$ cat config.mk
export PLATFORM = sky130hd
export DESIGN_NAME = url_percent_decoder
export DESIGN_NICKNAME = d
export VERILOG_FILES = /design/src/upd_pkg.sv /design/src/upd_decode.sv /design/src/upd_out_reg.sv /design/src/url_percent_decoder.sv
export SDC_FILE = /design/constraint.sdc
export NUM_CORES = 1
export LEC_CHECK = 0
export ABC_CLOCK_PERIOD_IN_PS = 5700
export BUFFER_PORTS_ARGS = -buffer_cell sky130_fd_sc_hd__clkbuf_2
export CAP_MARGIN = 20
export CELL_PAD_IN_SITES_DETAIL_PLACEMENT = 0
export CELL_PAD_IN_SITES_GLOBAL_PLACEMENT = 1
export CORE_MARGIN = 3
export CORE_UTILIZATION = 47
export DETAILED_ROUTE_END_ITERATION = 6
export HOLD_SLACK_MARGIN = 0.15
export PLACE_DENSITY = 0.95
export SYNTH_ARGS = -nofsm -noshare
export SYNTH_HDL_FRONTEND = slang
export SYNTH_SLANG_ARGS = --single-unit
$ cat constraint.sdc
create_clock -name clk -period 5.7 [get_ports clk]
set_input_delay 1.14 -clock clk [delete_from_list [all_inputs] [get_ports clk]]
set_output_delay 1.14 -clock clk [all_outputs]
set_load 0.005 [all_outputs]
$ cat src/upd_pkg.sv
// ----------------------------------------------------------------------------
// upd_pkg
// Shared constants, types and character helpers for the URL percent decoder.
// ----------------------------------------------------------------------------
package upd_pkg;

  localparam logic [1:0] PHASE_NORMAL = 2'd0;
  localparam logic [1:0] PHASE_FIRST  = 2'd1;
  localparam logic [1:0] PHASE_SECOND = 2'd2;

  localparam logic [7:0] CH_PERCENT = 8'h25;
  localparam logic [7:0] CH_PLUS    = 8'h2B;
  localparam logic [7:0] CH_SPACE   = 8'h20;

  typedef struct packed {
    logic       emit;
    logic [7:0] plain_byte;
    logic       bad_digit;
  } dec_res_t;

  function automatic logic is_unreserved(input logic [7:0] b);
    return b inside {[8'h30:8'h39], [8'h61:8'h7A], [8'h41:8'h5A],
                     8'h2D, 8'h5F, 8'h2E, 8'h21, 8'h7E, 8'h2A, 8'h27,
                     8'h28, 8'h29};
  endfunction

  function automatic logic is_hex(input logic [7:0] b);
    return b inside {[8'h30:8'h39], [8'h61:8'h66], [8'h41:8'h46]};
  endfunction

  // non-hex reads as zero
  function automatic logic [3:0] hex_value(input logic [7:0] b);
    logic [3:0] v;
    v = 4'd0;
    if (b inside {[8'h30:8'h39]}) begin
      v = b[3:0];
    end else if (b inside {[8'h61:8'h66], [8'h41:8'h46]}) begin
      v = b[3:0] + 4'd9;
    end
    return v;
  endfunction

endpackage

$ cat src/upd_decode.sv
// ----------------------------------------------------------------------------
// upd_decode
// Escape phase tracking and per-byte decode; state advances on each transfer
// out of the input register.
// ----------------------------------------------------------------------------
module upd_decode (
  input  logic            clk,
  input  logic            rst_n,
  input  logic            fire,
  input  logic [7:0]      text_byte,
  input  logic            is_last,
  output upd_pkg::dec_res_t res
);
  import upd_pkg::*;

  logic [1:0] phase_r, phase_nxt;
  logic [3:0] high_nibble_r, high_nibble_nxt;
  logic       first_bad_r, first_bad_nxt;

  always_comb begin
    res             = '0;
    phase_nxt       = PHASE_NORMAL;
    high_nibble_nxt = high_nibble_r;
    first_bad_nxt   = first_bad_r;
    case (phase_r)
      PHASE_FIRST: begin
        high_nibble_nxt = hex_value(text_byte);
        first_bad_nxt   = !is_hex(text_byte);
        phase_nxt       = is_last ? PHASE_NORMAL : PHASE_SECOND;
      end
      PHASE_SECOND: begin
        res.emit       = 1'b1;
        res.plain_byte = {high_nibble_r, hex_value(text_byte)};
        res.bad_digit  = first_bad_r | !is_hex(text_byte);
      end
      default: begin
        if (is_unreserved(text_byte)) begin
          res.emit       = 1'b1;
          res.plain_byte = text_byte;
        end else if (text_byte == CH_PLUS) begin
          res.emit       = 1'b1;
          res.plain_byte = CH_SPACE;
        end else if (text_byte == CH_PERCENT && !is_last) begin
          phase_nxt = PHASE_FIRST;
        end
      end
    endcase
  end

  always_ff @(posedge clk) begin
    if (!rst_n) begin
      phase_r       <= PHASE_NORMAL;
      high_nibble_r <= 4'd0;
      first_bad_r   <= 1'b0;
    end else if (fire) begin
      phase_r       <= phase_nxt;
      high_nibble_r <= high_nibble_nxt;
      first_bad_r   <= first_bad_nxt;
    end
  end

endmodule

$ cat src/upd_out_reg.sv
// ----------------------------------------------------------------------------
// upd_out_reg
// Result register driving the output channel.
// ----------------------------------------------------------------------------
module upd_out_reg (
  input  logic              clk,
  input  logic              rst_n,
  input  logic              load,
  input  upd_pkg::dec_res_t res,
  input  logic              out_stall,
  output logic              out_valid,
  output logic [7:0]        out_plain_byte,
  output logic              out_bad_digit,
  output logic              free
);
  import upd_pkg::*;

  logic       valid_r, valid_nxt;
  logic [7:0] plain_byte_r;
  logic       bad_digit_r;

  assign free = !valid_r || !out_stall;

  always_comb begin
    valid_nxt = valid_r;
    if (load) begin
      valid_nxt = 1'b1;
    end else if (free) begin
      valid_nxt = 1'b0;
    end
  end

  always_ff @(posedge clk) begin
    if (!rst_n) begin
      valid_r <= 1'b0;
    end else begin
      valid_r <= valid_nxt;
    end
  end

  always_ff @(posedge clk) begin
    if (load) begin
      plain_byte_r <= res.plain_byte;
      bad_digit_r  <= res.bad_digit;
    end
  end

  assign out_valid      = valid_r;
  assign out_plain_byte = plain_byte_r;
  assign out_bad_digit  = bad_digit_r;

endmodule

$ cat src/url_percent_decoder.sv
// ----------------------------------------------------------------------------
// url_percent_decoder
// Path: input register, then decode, then the result register (out_valid).
// Throughput: one byte per cycle while not stalled; the input register and
// the result register each hold one item, and decode sits between them. A
// stalled result holds the input only when the byte in the input register
// also decodes to a result.
// Reset: synchronous, active low; clears both valid flags and the escape state.
// ----------------------------------------------------------------------------
module url_percent_decoder (
  input  logic       clk,
  input  logic       rst_n,
  input  logic       in_valid,
  output logic       in_stall,
  input  logic [7:0] in_text_byte,
  input  logic       in_is_last,
  output logic       out_valid,
  input  logic       out_stall,
  output logic [7:0] out_plain_byte,
  output logic       out_bad_digit
);
  import upd_pkg::*;

  logic       s1_valid_r, s1_valid_nxt;
  logic [7:0] s1_byte_r;
  logic       s1_last_r;
  logic       in_xfer;
  logic       s1_fire;
  logic       free;
  dec_res_t   res;

  assign s1_fire  = s1_valid_r && (!res.emit || free);
  assign in_stall = s1_valid_r && !s1_fire;
  assign in_xfer  = in_valid && !in_stall;

  always_comb begin
    s1_valid_nxt = s1_valid_r;
    if (in_xfer) begin
      s1_valid_nxt = 1'b1;
    end else if (s1_fire) begin
      s1_valid_nxt = 1'b0;
    end
  end

  always_ff @(posedge clk) begin
    if (!rst_n) begin
      s1_valid_r <= 1'b0;
    end else begin
      s1_valid_r <= s1_valid_nxt;
    end
  end

  always_ff @(posedge clk) begin
    if (in_xfer) begin
      s1_byte_r <= in_text_byte;
      s1_last_r <= in_is_last;
    end
  end

  upd_decode u_decode (
    .clk       (clk),
    .rst_n     (rst_n),
    .fire      (s1_fire),
    .text_byte (s1_byte_r),
    .is_last   (s1_last_r),
    .res       (res)
  );

  upd_out_reg u_out_reg (
    .clk            (clk),
    .rst_n          (rst_n),
    .load           (s1_fire && res.emit),
    .res            (res),
    .out_stall      (out_stall),
    .out_valid      (out_valid),
    .out_plain_byte (out_plain_byte),
    .out_bad_digit  (out_bad_digit),
    .free           (free)
  );

endmodule

Yosys cells after proc, flatten, opt, wreduce, memory -nomap -nowiden
Cells that the tools add are included.
{"block": "word_totals", "register_bits": 27, "inputBits": 13, "elab_cells": 71, "out_inout_bits": 11}
{"block": "op_classes", "n_reduce_logical": 25, "n_eq_ne": 13, "n_bitwise": 1, "muxes": 14, "n_addsub": 1, "magnitude_cmp": 8}
{"cell": "equality test 8 x 6 -> 1 bit (second input constant)", "count": 9}
{"cell": "<= comparator 8 x 7 -> 1 bit (second input constant)", "count": 4}
{"cell": "2-to-1 mux 9 bit", "count": 2}
{"cell": "case mux 9 bit (2 select lines)", "count": 1}
{"cell": "equality test 8 x 7 -> 1 bit (second input constant)", "count": 2}
{"cell": "greater-or-equal comparator 8 x 7 -> 1 bit (second input constant)", "count": 2}
{"cell": "nonzero test 12 bit", "count": 1}
{"cell": "logical AND 1 bit", "count": 10}
{"cell": "greater-or-equal comparator 8 x 6 -> 1 bit (second input constant)", "count": 1}
{"cell": "<= comparator 8 x 6 -> 1 bit (second input constant)", "count": 1}
{"cell": "2-to-1 mux 4 bit", "count": 2}
{"cell": "zero test 1 bit", "count": 7}
{"cell": "2-to-1 mux 1 bit", "count": 6}
{"cell": "nonzero test 2 bit", "count": 3}
{"cell": "adder 4 bit (second input constant)", "count": 1}
{"cell": "2-to-1 mux 2 bit", "count": 2}
{"cell": "case mux 2 bit (2 select lines)", "count": 1}
{"cell": "nonzero test 3 bit", "count": 1}
{"cell": "equality test 2 x 1 -> 1 bit (second input constant)", "count": 1}
{"cell": "equality test 2 bit (second input constant)", "count": 1}
{"cell": "logical OR 1 bit", "count": 2}
{"cell": "AND reduction 2 bit", "count": 1}
{"cell": "OR 1 bit", "count": 1}

Depth between registers and ports, before layout
{"block": "depth", "depth_word": 14, "ltp_mapped": 8}

Modules after synthesis
From an unflattened synthesis, not the netlist that was laid out.
{"block": "hier_totals", "cells_unflattened": 127, "hier_area_um2": 1436.4}
{"module": "upd_decode", "cells_each": 98, "seq_area_each_um2": 140.1, "area_each_um2": 800.8, "n_inst": 1}
{"module": "url_percent_decoder", "cells_each": 16, "seq_area_each_um2": 290.3, "area_each_um2": 330.3, "n_inst": 1}
{"module": "upd_out_reg", "cells_each": 13, "seq_area_each_um2": 290.3, "area_each_um2": 305.3, "n_inst": 1}

Worst setup path before layout
OpenSTA, ideal clock, no wires.
{"block": "synth_timing", "path_type": "reg-to-output", "start": "reg s1_byte_r[0]", "end": "out in_stall", "stages_incl_launch_ff": 8, "arrival_ns": 1.901, "required_time_ns": 4.560, "setup_slack_ns": 2.659, "path_cell_list": "edfxtp_1 inv_1 ha_1 or3b_4 o31ai_4 o32ai_2 nor3_2 nor3_1"}
{"block": "synth_between", "elab_chain_cells": 10, "elab_cells_between_ends": 28}
{"item": "from (decl)", "line_no": "url_percent_decoder.sv:25", "source": "logic [7:0] s1_byte_r;"}
{"item": "from (signal assigned)", "line_no": "url_percent_decoder.sv:55", "source": "s1_byte_r <= in_text_byte;"}
{"item": "greater-or-equal comparator 8 x 6 -> 1 bit, or another cell as far along", "line_no": "upd_pkg.sv:22", "source": "return b inside {[8'h30:8'h39], [8'h61:8'h7A], [8'h41:8'h5A],"}
{"item": "logical AND 1 bit", "line_no": "upd_pkg.sv:22"}
{"item": "nonzero test 12 bit", "line_no": "upd_pkg.sv:22"}
{"item": "2-to-1 mux 9 bit *", "line_no": "upd_decode.sv:37", "source": "if (is_unreserved(text_byte)) begin"}
{"item": "case mux 9 bit (2 select lines) *", "line_no": "upd_decode.sv:25", "source": "case (phase_r)"}
{"item": "zero test 1 bit *", "line_no": "url_percent_decoder.sv:32", "source": "assign s1_fire = s1_valid_r && (!res.emit || free);"}
{"item": "logical OR 1 bit *", "line_no": "url_percent_decoder.sv:32"}
{"item": "logical AND 1 bit *", "line_no": "url_percent_decoder.sv:32"}
{"item": "zero test 1 bit *", "line_no": "url_percent_decoder.sv:33", "source": "assign in_stall = s1_valid_r && !s1_fire;"}
{"item": "logical AND 1 bit *", "line_no": "url_percent_decoder.sv:33"}
{"item": "to (decl)", "line_no": "url_percent_decoder.sv:14", "source": "output logic in_stall,"}
Mark *: on every way between the ends. The rest lies on a longest branch, timed or not.

Worst setup path in the final report
Ends and elaborated chain as after synthesis.

==> results by group <==
Timing
  – FMAX: ~270 MHz
  – Setup TNS: 0 ns
  – Slew of the pin with the lowest slew margin: 0.562 ns
  – Final Cycle Share: between 60 and 70%
  – Fin. Hold Viols: 0
  – Final Max Tran Viols: 0
  – Count of final setup violators: 0
  – Clock skew: around 0.0039 ns
  – Post-layout min period: approximately 3.7 ns
  – RSZ-0062 raised after global routing: no
  – Max-slew headroom: between 60% and 70%

Synth
  – Synthesized instance count: roughly 150
  – Post-synth EDFFs: 18
  – Net Count, Synth: 165
  – Area of the mapped netlist: 1550 sq um
  – Synth cell types: 53
  – FF+latch count, synth: 27
  – Yosys warning count: 0
  – Syn Area/Cell: between 10 and 15 sq um
  – Register area share after synthesis: 46.5%
  – Async SR Flop Fraction: 0%
  – Ys flop type: edfxtp_1

Clock tree
  – Num CTS Buffers: 3
  – CTS resizes: 0
  – CTS sink cnt: 27
  – H-tree levels: 1
  – CTS root buf: clkbuf_4
  – Clk slew on worst S/H paths: 0.13 ns
  – Clk Latency, worst-skew pair: between 0.3 and 0.4 ns
  – Post-CTS Hold Buffers: 0
  – CTS tree: built
  – Postcts setup bufs: 0
  – Clock Tree Buf Depth: 2

Route
  – Routed Wire Length: ~3100 um
  – ANT nets after route: 0
  – # DRC: 0
  – Initial drt markers: 64
  – Wire per inst: between 10 and 15 um
  – Pre-antenna DRT Iters: 5
  – Vias: approximately 1200
  – Drt via density: ~5.7

Setup path
  – RR Startpoint: s1_byte_r[0]$_DFFE_PP_
  – Element type at the critical path start: flop
  – Crit-path max FO: 7
  – Critical path's largest stage delay: approximately 0.52 ns
  – R2r endpoint: u_out_reg.out_plain_byte[1]$_DFFE_PP_
  – Reg2reg setup slack: about 2.8 ns
  – Setup crit end: in_stall
  – Crit path DAT: between 2 and 3 ns
  – Crit-path slowest cell: edfxtp_1
  – Critical path class: flop to output port
  – CP Capture Type: output port
  – Critical path cell sequence: inv_1 > ha_1 > or3b_4 > o31ai_4 > o32ai_2 > nor3_2 > nor3_1 > clkbuf_2
  – CP startpoint: s1_byte_r[0]$_DFFE_PP_
  – CP required: around 4.6 ns
  – R2R depth: 8

Power and ir drop
  – Worst vdd ir: 0.124 mV
  – Final Total Pwr: roughly 0.35 mW
  – Leak: between 0.6 and 0.7 nW
  – Pwr Density: between 200 and 250 nW/um^2

Floorplanning
  – Die Y: 63.4 um
  – # IOs: 24
  – Core area: 3100 sq um
  – Die width: between 60 and 70 um
  – Initial Util: between 40% and 50%
  – Die ar.: 4020 sq um
  – Row cnt: 20

Status
  – Outcome: finished, final reports clean

Finish
  – N_diodes: 0
  – Final core occ: 55.7%
  – Post-layout net count: roughly 190
  – Non-Filler Instances: 213
  – Non-Filler Cell Area, Final: ~1700 sq um
  – Area Growth Syn to Fin: 11.5%
  – Share of cells above drive strength 1: between 20% and 30%

Flow run
  – Max cap viols: 0

Placement
  – Placed Area: 1700 sq um
  – Port Buffers: 23
  – Inst Count DP: 208
  – DP HPWL: between 2000 and 2500 um
  – Routability cong.: slightly below 0.9

Global route
  – Initial antenna violation count: 0
  – Total global routing track utilization: 16.6%
  – Largest net degree at the start of global routing: 15
  – First-pass GRT wire length: about 5400 um
  – Number of global-route vias before repair: between 1000 and 1500
  – Total congestion overflow: 0

Min path
  – Worst Hold Class: flop to flop
-- how the worst min path moves through the flow --
stage | cells past startpoint | startpoint | to | slack [ns]
detailed placement | 2 | u_decode.first_bad_r$_SDFFE_PN0P_ | u_decode.first_bad_r$_SDFFE_PN0P_ | 0.46
CTS | 2 | u_decode.first_bad_r$_SDFFE_PN0P_ | u_decode.first_bad_r$_SDFFE_PN0P_ | 0.48
floorplan | 2 | u_decode.first_bad_r$_SDFFE_PN0P_ | u_decode.first_bad_r$_SDFFE_PN0P_ | 0.43
global route | 2 | u_decode.first_bad_r$_SDFFE_PN0P_ | u_decode.first_bad_r$_SDFFE_PN0P_ | 0.51
finish | 2 | u_decode.first_bad_r$_SDFFE_PN0P_ | u_decode.first_bad_r$_SDFFE_PN0P_ | 0.48
global placement | 2 | u_decode.first_bad_r$_SDFFE_PN0P_ | u_decode.first_bad_r$_SDFFE_PN0P_ | 0.45
-- cell usage after synthesis, drive strengths merged (2+ instances only) --
| cell | n | area share (%) |
|---|---|---|
| a21oi | 7 | 2.3 |
| ha | 6 | 4.8 |
| clkbuf | 3 | 0.81 |
| nand3 | 4 | 1.3 |
| edfxtp | 18 | 35 |
| o21a | 2 | 0.97 |
| o32ai | 2 | 1.6 |
| nor2b | 2 | 0.81 |
| buf | 2 | 0.65 |
| nor2 | 7 | 1.7 |
| o31ai | 5 | 4.2 |
| o21ai | 6 | 1.9 |
| a31oi | 2 | 1.2 |
| nand2 | 14 | 3.4 |
| a22o | 4 | 2.3 |
| dfxtp | 9 | 12 |
| o311ai | 2 | 1.1 |
| nand2b | 3 | 1.2 |
| nand4 | 2 | 0.81 |
| mux2i | 5 | 3.2 |
| nor3b | 3 | 1.8 |
| inv | 10 | 2.4 |
| nor3 | 5 | 1.9 |
-- final cells by class --
class	instances	area (sq um)
inverters	10	37.5
repair buffers	24	120
multi-input cells	104	769
fillers	300	1370
well taps	44	55.1
clock buffers	4	26.3
flip-flops and latches	27	721
-- cell usage in the layout (no fill, tap or decap), drive strengths merged, types with 2 or more instances in the layout --
master	count
nor3b	3
a31oi	2
nand2b	3
nor2	7
dfxtp	9
inv	10
edfxtp	18
nand3	4
ha	6
o31ai	5
o21a	2
nand4	2
a21oi	7
a22o	4
nand2	14
o311ai	2
mux2i	5
nor3	5
clkbuf	27
o21ai	6
o32ai	2
nor2b	2
-- cell families after synthesis --
family / count (synthesis) / synth area share [%]
DFF: 27 / 46.5
AOI/OAI and AO/OA: 42 / 22.8
muxes: 6 / 3.95
adders and majority gates: 6 / 4.84
buffers and inverters: 15 / 3.87
and+or+nand+nor: 50 / 18.0
-- worst max-delay path, delay by kind of cell (launching register included) --
family | cells | cell delay [ns]
AND/OR/NAND/NOR | 3 | 0.84
flip-flops | 1 | 0.52
AO/OA/AOI/OAI | 2 | 0.38
buffers and inverters | 2 | 0.31
adder cells (fa/ha/maj) | 1 | 0.21
-- per-stage QoR --
step                hold WS, ns  worst slack [ns]
floorplan                 0.434              2.66
global placement          0.447              2.46
detailed placement        0.465              2.36
CTS                       0.483              1.97
global route              0.508              1.73
finish                    0.481              1.97
-- power by group --
group          switching (mW)  internal [mW]  total (mW)  leakage [nW]
registers             0.00816          0.216       0.224         0.238
clock network          0.0522         0.0274      0.0796        0.0150
logic                  0.0242         0.0186      0.0428         0.383
total                  0.0845          0.262       0.347         0.636
-- sequential cells by signal (all words and copies together) (netlist names) --
| signal | flops |
|---|---|
| s1_byte_r | 8 |
| s1_last_r | 1 |
| s1_valid_r | 1 |
| u_decode.first_bad_r | 1 |
| u_decode.high_nibble_r | 4 |
| u_decode.phase_r | 2 |
| u_out_reg.out_bad_digit | 1 |
| u_out_reg.out_plain_byte | 8 |
| u_out_reg.out_valid | 1 |
-- metal layers --
metal | part of all wire (%) | vias up | GRT usage, %
met4 | 0.51 | 0 | 3.50
met1 | 44 | 554 | 22.2
met5 | 0 | - | 0
met2 | 49 | 65 | 28.4
li1 | - | 602 | -
met3 | 7.1 | 2 | 2.50
Power figures use the tool's default switching activity.
